**src/rtl/rbm_pkg.sv**
```systemverilog
`timescale 1ns / 1ps
// Package for the RGB blend mode unit: mode codes, control struct,
// pipeline constants and the divide-by-255 helper. No dependencies.

package rbm_pkg;

	// Channel and weight widths
	localparam int unsigned CH_W        = 8;
	localparam int unsigned WEIGHT_W    = 9;
	localparam logic [WEIGHT_W-1:0] WEIGHT_ONE = 9'd256;

	// Pipeline shape: one input stage, the divider stages, three math stages
	localparam int unsigned DIV_STAGES  = 4;
	localparam int unsigned DIV_STEPS   = CH_W / DIV_STAGES;
	localparam int unsigned NUM_STAGES  = DIV_STAGES + 4;

	// Blend mode codes as carried on tuser
	typedef enum logic [2:0] {
		MODE_ADD     = 3'd0,
		MODE_SUB     = 3'd1,
		MODE_MUL     = 3'd2,
		MODE_DIV     = 3'd3,
		MODE_MIX     = 3'd4,
		MODE_LIGHT   = 3'd5,
		MODE_DARK    = 3'd6,
		MODE_ILLEGAL = 3'd7
	} mode_t;

	// Per-item control that travels beside the channel data
	typedef struct packed {
		mode_t               mode;
		logic [WEIGHT_W-1:0] weight;   // already clamped to 0..256
	} ctrl_t;

	// floor(x / 255), exact for x up to 65279
	function automatic logic [CH_W-1:0] div255(input logic [15:0] x);
		logic [16:0] t;
		t = {1'b0, x} + 17'd1 + {9'd0, x[15:8]};
		return t[15:8];
	endfunction

endpackage

```
**src/rtl/rgb_blend_mode_unit.sv**
```systemverilog
`timescale 1ns / 1ps
// Top level of the RGB blend mode unit: input stage, valid pipeline,
// three channel datapaths. Depends on rbm_pkg and rbm_channel.
//
// Channel   Dir  tdata (low bit up)                                  tuser
// s_axis    in   blend_weight[8:0], first_red/green/blue,            func[2:0]
//                second_red/green/blue (8 each), zero pad to 64
// m_axis    out  out_red, out_green, out_blue (8 each)               bad_mode
//
// One item per clock sustained while the output is not stalled; eight register
// stages (input register, four 2-bit divider stages, three math stages) lie
// between s_axis_tdata and m_axis_tdata.
// Reset clears only the valid bits; payload registers are not reset.
// A stalled output freezes the whole pipeline; s_axis_tready drops only then.

module rgb_blend_mode_unit (
	input  logic        clk,
	input  logic        arst_n,
	input  logic        s_axis_tvalid,
	output logic        s_axis_tready,
	input  logic [63:0] s_axis_tdata,   // blend_weight, first_red, first_green, first_blue,
	                                    // second_red, second_green, second_blue, pad
	input  logic [2:0]  s_axis_tuser,   // func
	output logic        m_axis_tvalid,
	input  logic        m_axis_tready,
	output logic [23:0] m_axis_tdata,   // out_red, out_green, out_blue
	output logic        m_axis_tuser    // bad_mode
);
	import rbm_pkg::*;

	logic advance;

	logic [NUM_STAGES:1] valid_s;
	logic [NUM_STAGES:1] bad_s;

	// Whole pipeline moves unless the output item is held
	assign advance       = !valid_s[NUM_STAGES] || m_axis_tready;
	assign s_axis_tready = advance;

	// Valid and bad-mode shift line
	always_ff @(posedge clk or negedge arst_n) begin
		if (!arst_n) begin
			valid_s <= '0;
		end else if (advance) begin
			valid_s <= {valid_s[NUM_STAGES-1:1], s_axis_tvalid};
		end
	end

	always_ff @(posedge clk) begin
		if (advance) begin
			bad_s <= {bad_s[NUM_STAGES-1:1], mode_t'(s_axis_tuser) == MODE_ILLEGAL};
		end
	end

	// Stage 1: input register with weight clamp
	ctrl_t           ctrl_s1;
	logic [CH_W-1:0] a_s1 [3];
	logic [CH_W-1:0] b_s1 [3];
	logic [WEIGHT_W-1:0] w_in;

	assign w_in = s_axis_tdata[8:0];

	always_ff @(posedge clk) begin
		if (advance) begin
			ctrl_s1.mode   <= mode_t'(s_axis_tuser);
			ctrl_s1.weight <= (w_in > WEIGHT_ONE) ? WEIGHT_ONE : w_in;
			for (int c = 0; c < 3; c++) begin
				a_s1[c] <= s_axis_tdata[9 + c*CH_W +: CH_W];
				b_s1[c] <= s_axis_tdata[33 + c*CH_W +: CH_W];
			end
		end
	end

	// Channel datapaths: red, green, blue
	logic [CH_W-1:0] res [3];

	for (genvar c = 0; c < 3; c++) begin : g_ch
		rbm_channel u_ch (
			.clk     (clk),
			.en      (advance),
			.ctrl_in (ctrl_s1),
			.a_in    (a_s1[c]),
			.b_in    (b_s1[c]),
			.res     (res[c])
		);
	end

	assign m_axis_tvalid = valid_s[NUM_STAGES];
	assign m_axis_tdata  = {res[2], res[1], res[0]};
	assign m_axis_tuser  = bad_s[NUM_STAGES];

	// Illegal mode always comes out as black
	a_bad_black: assert property (@(posedge clk) disable iff (!arst_n)
		m_axis_tvalid && m_axis_tuser |-> m_axis_tdata == '0)
		else $error("bad_mode item with nonzero color");

	// A stall freezes every valid bit
	a_stall_hold: assert property (@(posedge clk) disable iff (!arst_n)
		!s_axis_tready |=> $stable(valid_s))
		else $error("pipeline moved during stall");

	// Accepted item lands in stage 1 with its mode flag
	a_accept_s1: assert property (@(posedge clk) disable iff (!arst_n)
		s_axis_tvalid && s_axis_tready |=>
			valid_s[1] && (bad_s[1] == ($past(s_axis_tuser) == MODE_ILLEGAL)))
		else $error("accepted item missing from stage 1");

endmodule

```
**src/rtl/rbm_div_stage.sv**
```systemverilog
`timescale 1ns / 1ps
// One registered stage of the 8-bit restoring divider: two quotient bits.
// Depends on rbm_pkg.

module rbm_div_stage (
	input  logic                     clk,
	input  logic                     en,
	input  logic [rbm_pkg::CH_W-1:0] rem_in,
	input  logic [rbm_pkg::CH_W-1:0] quo_in,   // dividend bits left, quotient bits shifted in
	input  logic [rbm_pkg::CH_W-1:0] den_in,
	output logic [rbm_pkg::CH_W-1:0] rem_out,
	output logic [rbm_pkg::CH_W-1:0] quo_out,
	output logic [rbm_pkg::CH_W-1:0] den_out
);
	import rbm_pkg::*;

	logic [CH_W-1:0] rem_nxt;
	logic [CH_W-1:0] quo_nxt;

	// Shift-compare-subtract, DIV_STEPS times
	always_comb begin
		logic [CH_W:0]   trial;
		logic [CH_W-1:0] r;
		logic [CH_W-1:0] q;
		r = rem_in;
		q = quo_in;
		for (int i = 0; i < DIV_STEPS; i++) begin
			trial = {r, q[CH_W-1]};
			q     = {q[CH_W-2:0], 1'b0};
			if (trial >= {1'b0, den_in}) begin
				trial = trial - {1'b0, den_in};
				q[0]  = 1'b1;
			end
			r = trial[CH_W-1:0];
		end
		rem_nxt = r;
		quo_nxt = q;
	end

	// Stage register, held on stall
	always_ff @(posedge clk) begin
		if (en) begin
			rem_out <= rem_nxt;
			quo_out <= quo_nxt;
			den_out <= den_in;
		end
	end

endmodule

```
**src/rtl/rbm_channel.sv**
```systemverilog
`timescale 1ns / 1ps
// Datapath of one color channel, stages 2 to 8: divider, products, sums,
// divide by 255 and final select. Depends on rbm_pkg and rbm_div_stage.

module rbm_channel (
	input  logic                     clk,
	input  logic                     en,
	input  rbm_pkg::ctrl_t           ctrl_in,
	input  logic [rbm_pkg::CH_W-1:0] a_in,
	input  logic [rbm_pkg::CH_W-1:0] b_in,
	output logic [rbm_pkg::CH_W-1:0] res
);
	import rbm_pkg::*;

	typedef struct packed {
		ctrl_t           ctrl;
		logic [CH_W-1:0] a;
	} carry_t;

	// Divider chain, stages 2..5
	logic [CH_W-1:0] rem_s [DIV_STAGES+1];
	logic [CH_W-1:0] quo_s [DIV_STAGES+1];
	logic [CH_W-1:0] den_s [DIV_STAGES+1];

	assign rem_s[0] = '0;
	assign quo_s[0] = a_in;
	assign den_s[0] = b_in;

	for (genvar g = 0; g < DIV_STAGES; g++) begin : g_div
		rbm_div_stage u_div (
			.clk     (clk),
			.en      (en),
			.rem_in  (rem_s[g]),
			.quo_in  (quo_s[g]),
			.den_in  (den_s[g]),
			.rem_out (rem_s[g+1]),
			.quo_out (quo_s[g+1]),
			.den_out (den_s[g+1])
		);
	end

	// Control and A ride beside the divider, one register per divider stage
	carry_t carry_s [2:DIV_STAGES+1];

	always_ff @(posedge clk) begin
		if (en) begin
			carry_s[2] <= '{ctrl: ctrl_in, a: a_in};
			for (int i = 3; i <= int'(DIV_STAGES) + 1; i++) begin
				carry_s[i] <= carry_s[i-1];
			end
		end
	end

	// Stage 6: operand select and products
	logic [CH_W-1:0]     a5, b5, v5;
	logic [WEIGHT_W-1:0] w5, w_inv5;

	assign a5     = carry_s[DIV_STAGES+1].a;
	assign b5     = den_s[DIV_STAGES];
	assign w5     = carry_s[DIV_STAGES+1].ctrl.weight;
	assign w_inv5 = WEIGHT_ONE - w5;

	always_comb begin
		case (carry_s[DIV_STAGES+1].ctrl.mode)
			MODE_DIV:   v5 = quo_s[DIV_STAGES];
			MODE_LIGHT: v5 = (a5 > b5) ? a5 : b5;
			MODE_DARK:  v5 = (a5 < b5) ? a5 : b5;
			default:    v5 = b5;
		endcase
	end

	carry_t      carry_s6;
	logic [15:0] p_aw_s6, p_vw_s6, p_ab_s6;
	logic        b_zero_s6, b_ge_a_s6;

	always_ff @(posedge clk) begin
		if (en) begin
			carry_s6  <= carry_s[DIV_STAGES+1];
			p_aw_s6   <= 16'({8'd0, a5} * {7'd0, w_inv5});
			p_vw_s6   <= 16'({8'd0, v5} * {7'd0, w5});
			p_ab_s6   <= 16'({8'd0, a5} * {8'd0, b5});
			b_zero_s6 <= (b5 == '0);
			b_ge_a_s6 <= (b5 >= a5);
		end
	end

	// Stage 7: weighted sums; multiply mode keeps its numerator
	logic [16:0]     mix_sum, add_sum;
	logic [15:0]     sub_diff;
	logic [23:0]     mul_num;
	logic [CH_W-1:0] res6;

	assign mix_sum  = {1'b0, p_aw_s6} + {1'b0, p_vw_s6};
	assign add_sum  = {1'b0, carry_s6.a, 8'd0} + {1'b0, p_vw_s6};
	assign sub_diff = {carry_s6.a, 8'd0} - p_vw_s6;
	assign mul_num  = {p_aw_s6, 8'd0} - {8'd0, p_aw_s6}
		+ 24'({8'd0, p_ab_s6} * {15'd0, carry_s6.ctrl.weight});

	always_comb begin
		case (carry_s6.ctrl.mode)
			MODE_ADD: res6 = add_sum[16] ? 8'd255 : add_sum[15:8];
			MODE_SUB: res6 = b_ge_a_s6 ? 8'd0 : sub_diff[15:8];
			MODE_DIV: res6 = b_zero_s6 ? 8'd255 : mix_sum[15:8];
			default:  res6 = mix_sum[15:8];
		endcase
	end

	carry_t          carry_s7;
	logic [CH_W-1:0] res_s7;
	logic [23:0]     mul_num_s7;

	always_ff @(posedge clk) begin
		if (en) begin
			carry_s7   <= carry_s6;
			res_s7     <= res6;
			mul_num_s7 <= mul_num;
		end
	end

	// Stage 8: divide by 255*256, overrides, output register
	logic [CH_W-1:0] res7;

	always_comb begin
		if (carry_s7.ctrl.mode == MODE_ILLEGAL) begin
			res7 = '0;
		end else if (carry_s7.ctrl.weight == '0) begin
			res7 = carry_s7.a;
		end else if (carry_s7.ctrl.mode == MODE_MUL) begin
			res7 = div255(mul_num_s7[23:8]);
		end else begin
			res7 = res_s7;
		end
	end

	always_ff @(posedge clk) begin
		if (en) begin
			res <= res7;
		end
	end

endmodule
```
**config.mk**
```make
export PLATFORM = sky130hd
export DESIGN_NAME = rgb_blend_mode_unit
export DESIGN_NICKNAME = d
export VERILOG_FILES = /design/src/rtl/rbm_pkg.sv /design/src/rtl/rgb_blend_mode_unit.sv /design/src/rtl/rbm_div_stage.sv /design/src/rtl/rbm_channel.sv
export SDC_FILE = /design/constraint.sdc
export NUM_CORES = 2
export LEC_CHECK = 0
export ABC_AREA = 1
export ABC_CLOCK_PERIOD_IN_PS = 43100
export BUFFER_PORTS_ARGS = -buffer_cell sky130_fd_sc_hd__buf_2
export CORE_MARGIN = 4
export CORE_UTILIZATION = 35
export DETAILED_ROUTE_END_ITERATION = 8
export PLACE_DENSITY = 0.54
export SLEW_MARGIN = 20
export SYNTH_ARGS = -nofsm -noshare
export SYNTH_HDL_FRONTEND = slang
export SYNTH_SLANG_ARGS = --single-unit
```
**constraint.sdc**
```tcl
create_clock -name clk -period 43.1 [get_ports clk]
set_input_delay 6.465 -clock clk [delete_from_list [all_inputs] [get_ports clk]]
set_output_delay 6.465 -clock clk [all_outputs]
set_load 0.05 [all_outputs]
```
==> implementation parameters <==
Parameter                              Value

Yosys
  Total of warnings raised by yosys ... 0
  Synth Instances ... 8,465
  Number of enable-type register cells in the synthesized netlist ... 758
  Synthesized flop and latch total ... 766
  Top-area cell type share of the netlist area ... 0.300
  Post-synth design cell area ... 0.0758 sq mm
  Register area share after synthesis ... 0.303
  Average cell area after synthesis ... 8.95 sq um
  Library cells used by synthesis ... 63
  Synth area leaders ... edfxtp_1 30%, fa_1 20%, ha_1 14%
  Async S/R FF share, synth ... 0.0104
  Post-synth net total ... 10.1k
  Leading register cell type out of synthesis ... edfxtp_1
  Dominant cell type by area after synthesis ... edfxtp_1

Setup path
  Critical Path Most Common Cell ... buf_2
  Worst setup EP type ... output pin
  Critical Path Stages ... 4
  Critical-path maximum fanout ... 20
  Data arrival time of the worst path ... 7.23 ns
  Worst path slowest cell ... buf_2
  Worst reg2reg path depth ... 25
  WP data required ... 36.63 ns
  Critical Path Start Type ... input pin
  Setup Crit Path Kind ... in2out
  Critical path buffers and inverters ... 3
  Worst path cell trace ... buf_2, inv_1, nand2_4, buf_2
  Worst path top cell family by delay ... buffers and inverters
  Worst stage delay on the critical path ... 0.34 ns

Place
  Count of buffers inserted at the top-level ports ... 90
  Detailed-placement wirelength estimate ... 155 mm
  Cell total after placement ... 11.2k
  Routability cong. ... 0.913
  Area after detailed placement ... 0.0793 sq mm
  Placement Setup Slack ... 29.33 ns

Floorplanning
  Area of the die ... 0.224 sq mm
  Initial Util ... 0.352
  FP Rows ... 170
  DIE WIDTH ... 473 um
  DIE HEIGHT ... 473 um
  Count of pins on the block boundary ... 98
  Std-Cell Core Area ... 0.215 sq mm

STA
  Slew Limit Headroom ... 0.207
  Worst slew pin tran ... 1.19 ns
  Max Fclk ... 73.0 MHz
  Final worst-path setup slack ... 29.40 ns
  Hold violation total from the final report ... 0
  Minimum clock period after layout ... 13.70 ns
  Number of setup violations in the final report ... 0
  Final Slew Violations ... 0
  RSZ-0062 raised after global routing ... false
  Final setup TNS ... 0 ns
  Final Skew ... 0.0456 ns
  Final critical-path share of the clock period ... 0.318

Route
  Via density per instance ... 4.84
  Count of routing violations after the opening detailed-route iteration ... 3,511
  Average detailed-routed wire length per instance ... 17.1 um
  Via count of the routed design ... 55.2k
  First-pass DRT Iterations ... 6
  Number of remaining DRC errors ... 0
  Final WL ... 195 mm
  Number of nets still failing antenna checks after routing ... 0

Global routing
  Total gr overflow ... 0
  All-layer global routing usage ... 0.175
  Via count of the first global-routing pass ... 56.2k
  Wire length of the first global-routing pass ... 312 mm
  Antenna violations before repair ... 7
  Largest net degree at the start of global routing ... 157

Layout
  Fraction of final layout cells sized beyond drive strength 1 ... 0.0462
  Most used cells in the layout excluding fill and tap cells ... 1,832 x inv_1, 1,706 x nand2_1, 826 x ha_1
  Fill count ... 21.5k
  Cell Count, Final, Fillers Out ... 11.4k
  Layout overhead on the synthesized area ... 8.87%
  Most common cell after layout, fill and taps aside ... inv_1
  Number of nets in the layout ... 10.1k
  Design Area, Final ... 0.0825 sq mm

Clock tree
  Post-cts hold buffer count ... 0
  Gates resized, CTS repair ... 0
  Post-CTS Setup Inserts ... 0
  Depth of the CTS H-tree ... 3
  Clock tree from TritonCTS ... done
  Clock transition at the registers of the reported paths ... 0.06 ns
  Clk_lat worst skew ... 0.75 ns
  Clock Path Buffers ... 3
  Sinks on Clock Net ... 766
  Buffer type at the clock tree root ... clkbuf_16
  CTS buffer count ... 93

Run status
  Run status ... finished clean

Run
  Max-cap violation count ... 0

Worst hold path
  Hold-critical path depth ... 0
  Class of the worst hold path ... reg2reg
## routing by layer
layer | part of all wire | vias to the layer above | track usage
li1 | - | 26800 | -
met1 | 0.46 | 26800 | 0.244
met2 | 0.45 | 1324 | 0.282
met3 | 0.054 | 295 | 0.0279
met4 | 0.030 | 6 | 0.0511
met5 | 0.00020 | - | 0
## synthesized netlist by cell type, types with 4 or more instances
cell,n
a211oi_1,10
a21boi_0,11
a21o_1,33
a21oi_1,453
a221oi_1,11
a31oi_1,16
and2_1,7
and3_1,5
buf_1,19
buf_2,13
buf_4,10
buf_6,4
clkbuf_1,173
clkinv_1,8
dfrtp_1,8
edfxtp_1,758
fa_1,753
ha_1,826
inv_1,1832
inv_2,9
mux2_2,4
nand2_1,1707
nand2_2,13
nand3_1,260
nand3b_1,23
nand4_1,94
nor2_1,553
nor2_2,15
nor3_1,64
nor4_1,13
o2111ai_1,9
o211ai_1,20
o211ai_2,4
o21a_1,27
o21ai_0,275
o21ai_1,24
o21ai_2,14
o21bai_1,24
o221ai_1,8
o31ai_1,6
or2_2,26
xnor2_1,104
xor2_1,185
## worst register-to-register path: cells and delay by family, from the launching register on
kind                       cells  cell delay, ns
AOI/OAI and AO/OA              6            0.95
xor gates and xnor gates       1            0.09
buffers and inverters          6            2.15
DFF                            1            0.32
adders and majority gates      6            2.86
and+or+nand+nor                6            0.76
## final cells by class
| type | count | area (sq um) | share of cell area |
|---|---|---|---|
| multi-input combinational | 5630 | 44900 | 0.545 |
| tap | 2838 | 3550 | 0.0431 |
| clock buffer | 101 | 2360 | 0.0286 |
| timing repair buffer | 152 | 928 | 0.0113 |
| antenna | 4 | 10.0 | 0.000121 |
| sequential | 766 | 23000 | 0.278 |
| clock inverter | 67 | 782 | 0.00948 |
| inverter | 1849 | 6940 | 0.0842 |
## state kept, by name, summed over array words and instances, names as in the netlist
register,count
g_ch.u_ch.g_div.u_div.rem_out,72
g_ch.u_ch.g_div.u_div.den_out,96
g_ch.u_ch.g_div.u_div.quo_out,87
g_ch.u_ch.b_ge_a_s6,3
g_ch.u_ch.p_vw_s6,48
b_s1,24
valid_s,8
ctrl_s1,12
g_ch.u_ch.p_aw_s6,48
g_ch.u_ch.carry_s7,36
g_ch.u_ch.p_ab_s6,48
a_s1,24
bad_s,8
g_ch.u_ch.b_zero_s6,3
g_ch.u_ch.carry_s,117
g_ch.u_ch.res,24
g_ch.u_ch.carry_s6,36
g_ch.u_ch.res_s7,24
g_ch.u_ch.mul_num_s7,48
## worst paths after layout
kind / slack [ns] / endpoint / from
setup / recovery: 29.40 / s_axis_tready / m_axis_tready
hold / removal: 0.40 / g_ch[2].u_ch.g_div[3].u_div.quo_out[4] / g_ch[2].u_ch.g_div[2].u_div.quo_out[2]
setup reg to reg: 35.71 / g_ch[2].u_ch.p_aw_s6[14] / g_ch[1].u_ch.carry_s[2][29]
hold reg to reg: 0.40 / g_ch[2].u_ch.g_div[3].u_div.quo_out[4] / g_ch[2].u_ch.g_div[2].u_div.quo_out[2]
max in group asynchronous: 37.38 / valid_s[3] / arst_n
min in group asynchronous: 5.56 / valid_s[1] / arst_n
## per-stage QoR
stage | hold slack [ns] | utilization
2_1_floorplan | 0.400 | -
3_3_place_gp | 0.400 | 0.369
3_5_place_dp | 0.405 | 0.369
4_1_cts | 0.403 | 0.383
5_1_grt | 0.413 | 0.383
6_report | 0.402 | 0.384
## cell families (layout without fill, tap and decap cells)
family,count (synthesis),in the layout,synth area share
compound gates,960,960,0.0713
xor+xnor,289,289,0.0334
fa+ha+maj,1579,1579,0.335
buf+inv,2069,2169,0.104
flops,766,766,0.303
mux,4,4,0.000595
other cells,0,4,0
simple gates,2798,2798,0.152
Power is not shown: default switching activity piles up to over one toggle a cycle in this logic, so the estimate is an artifact.
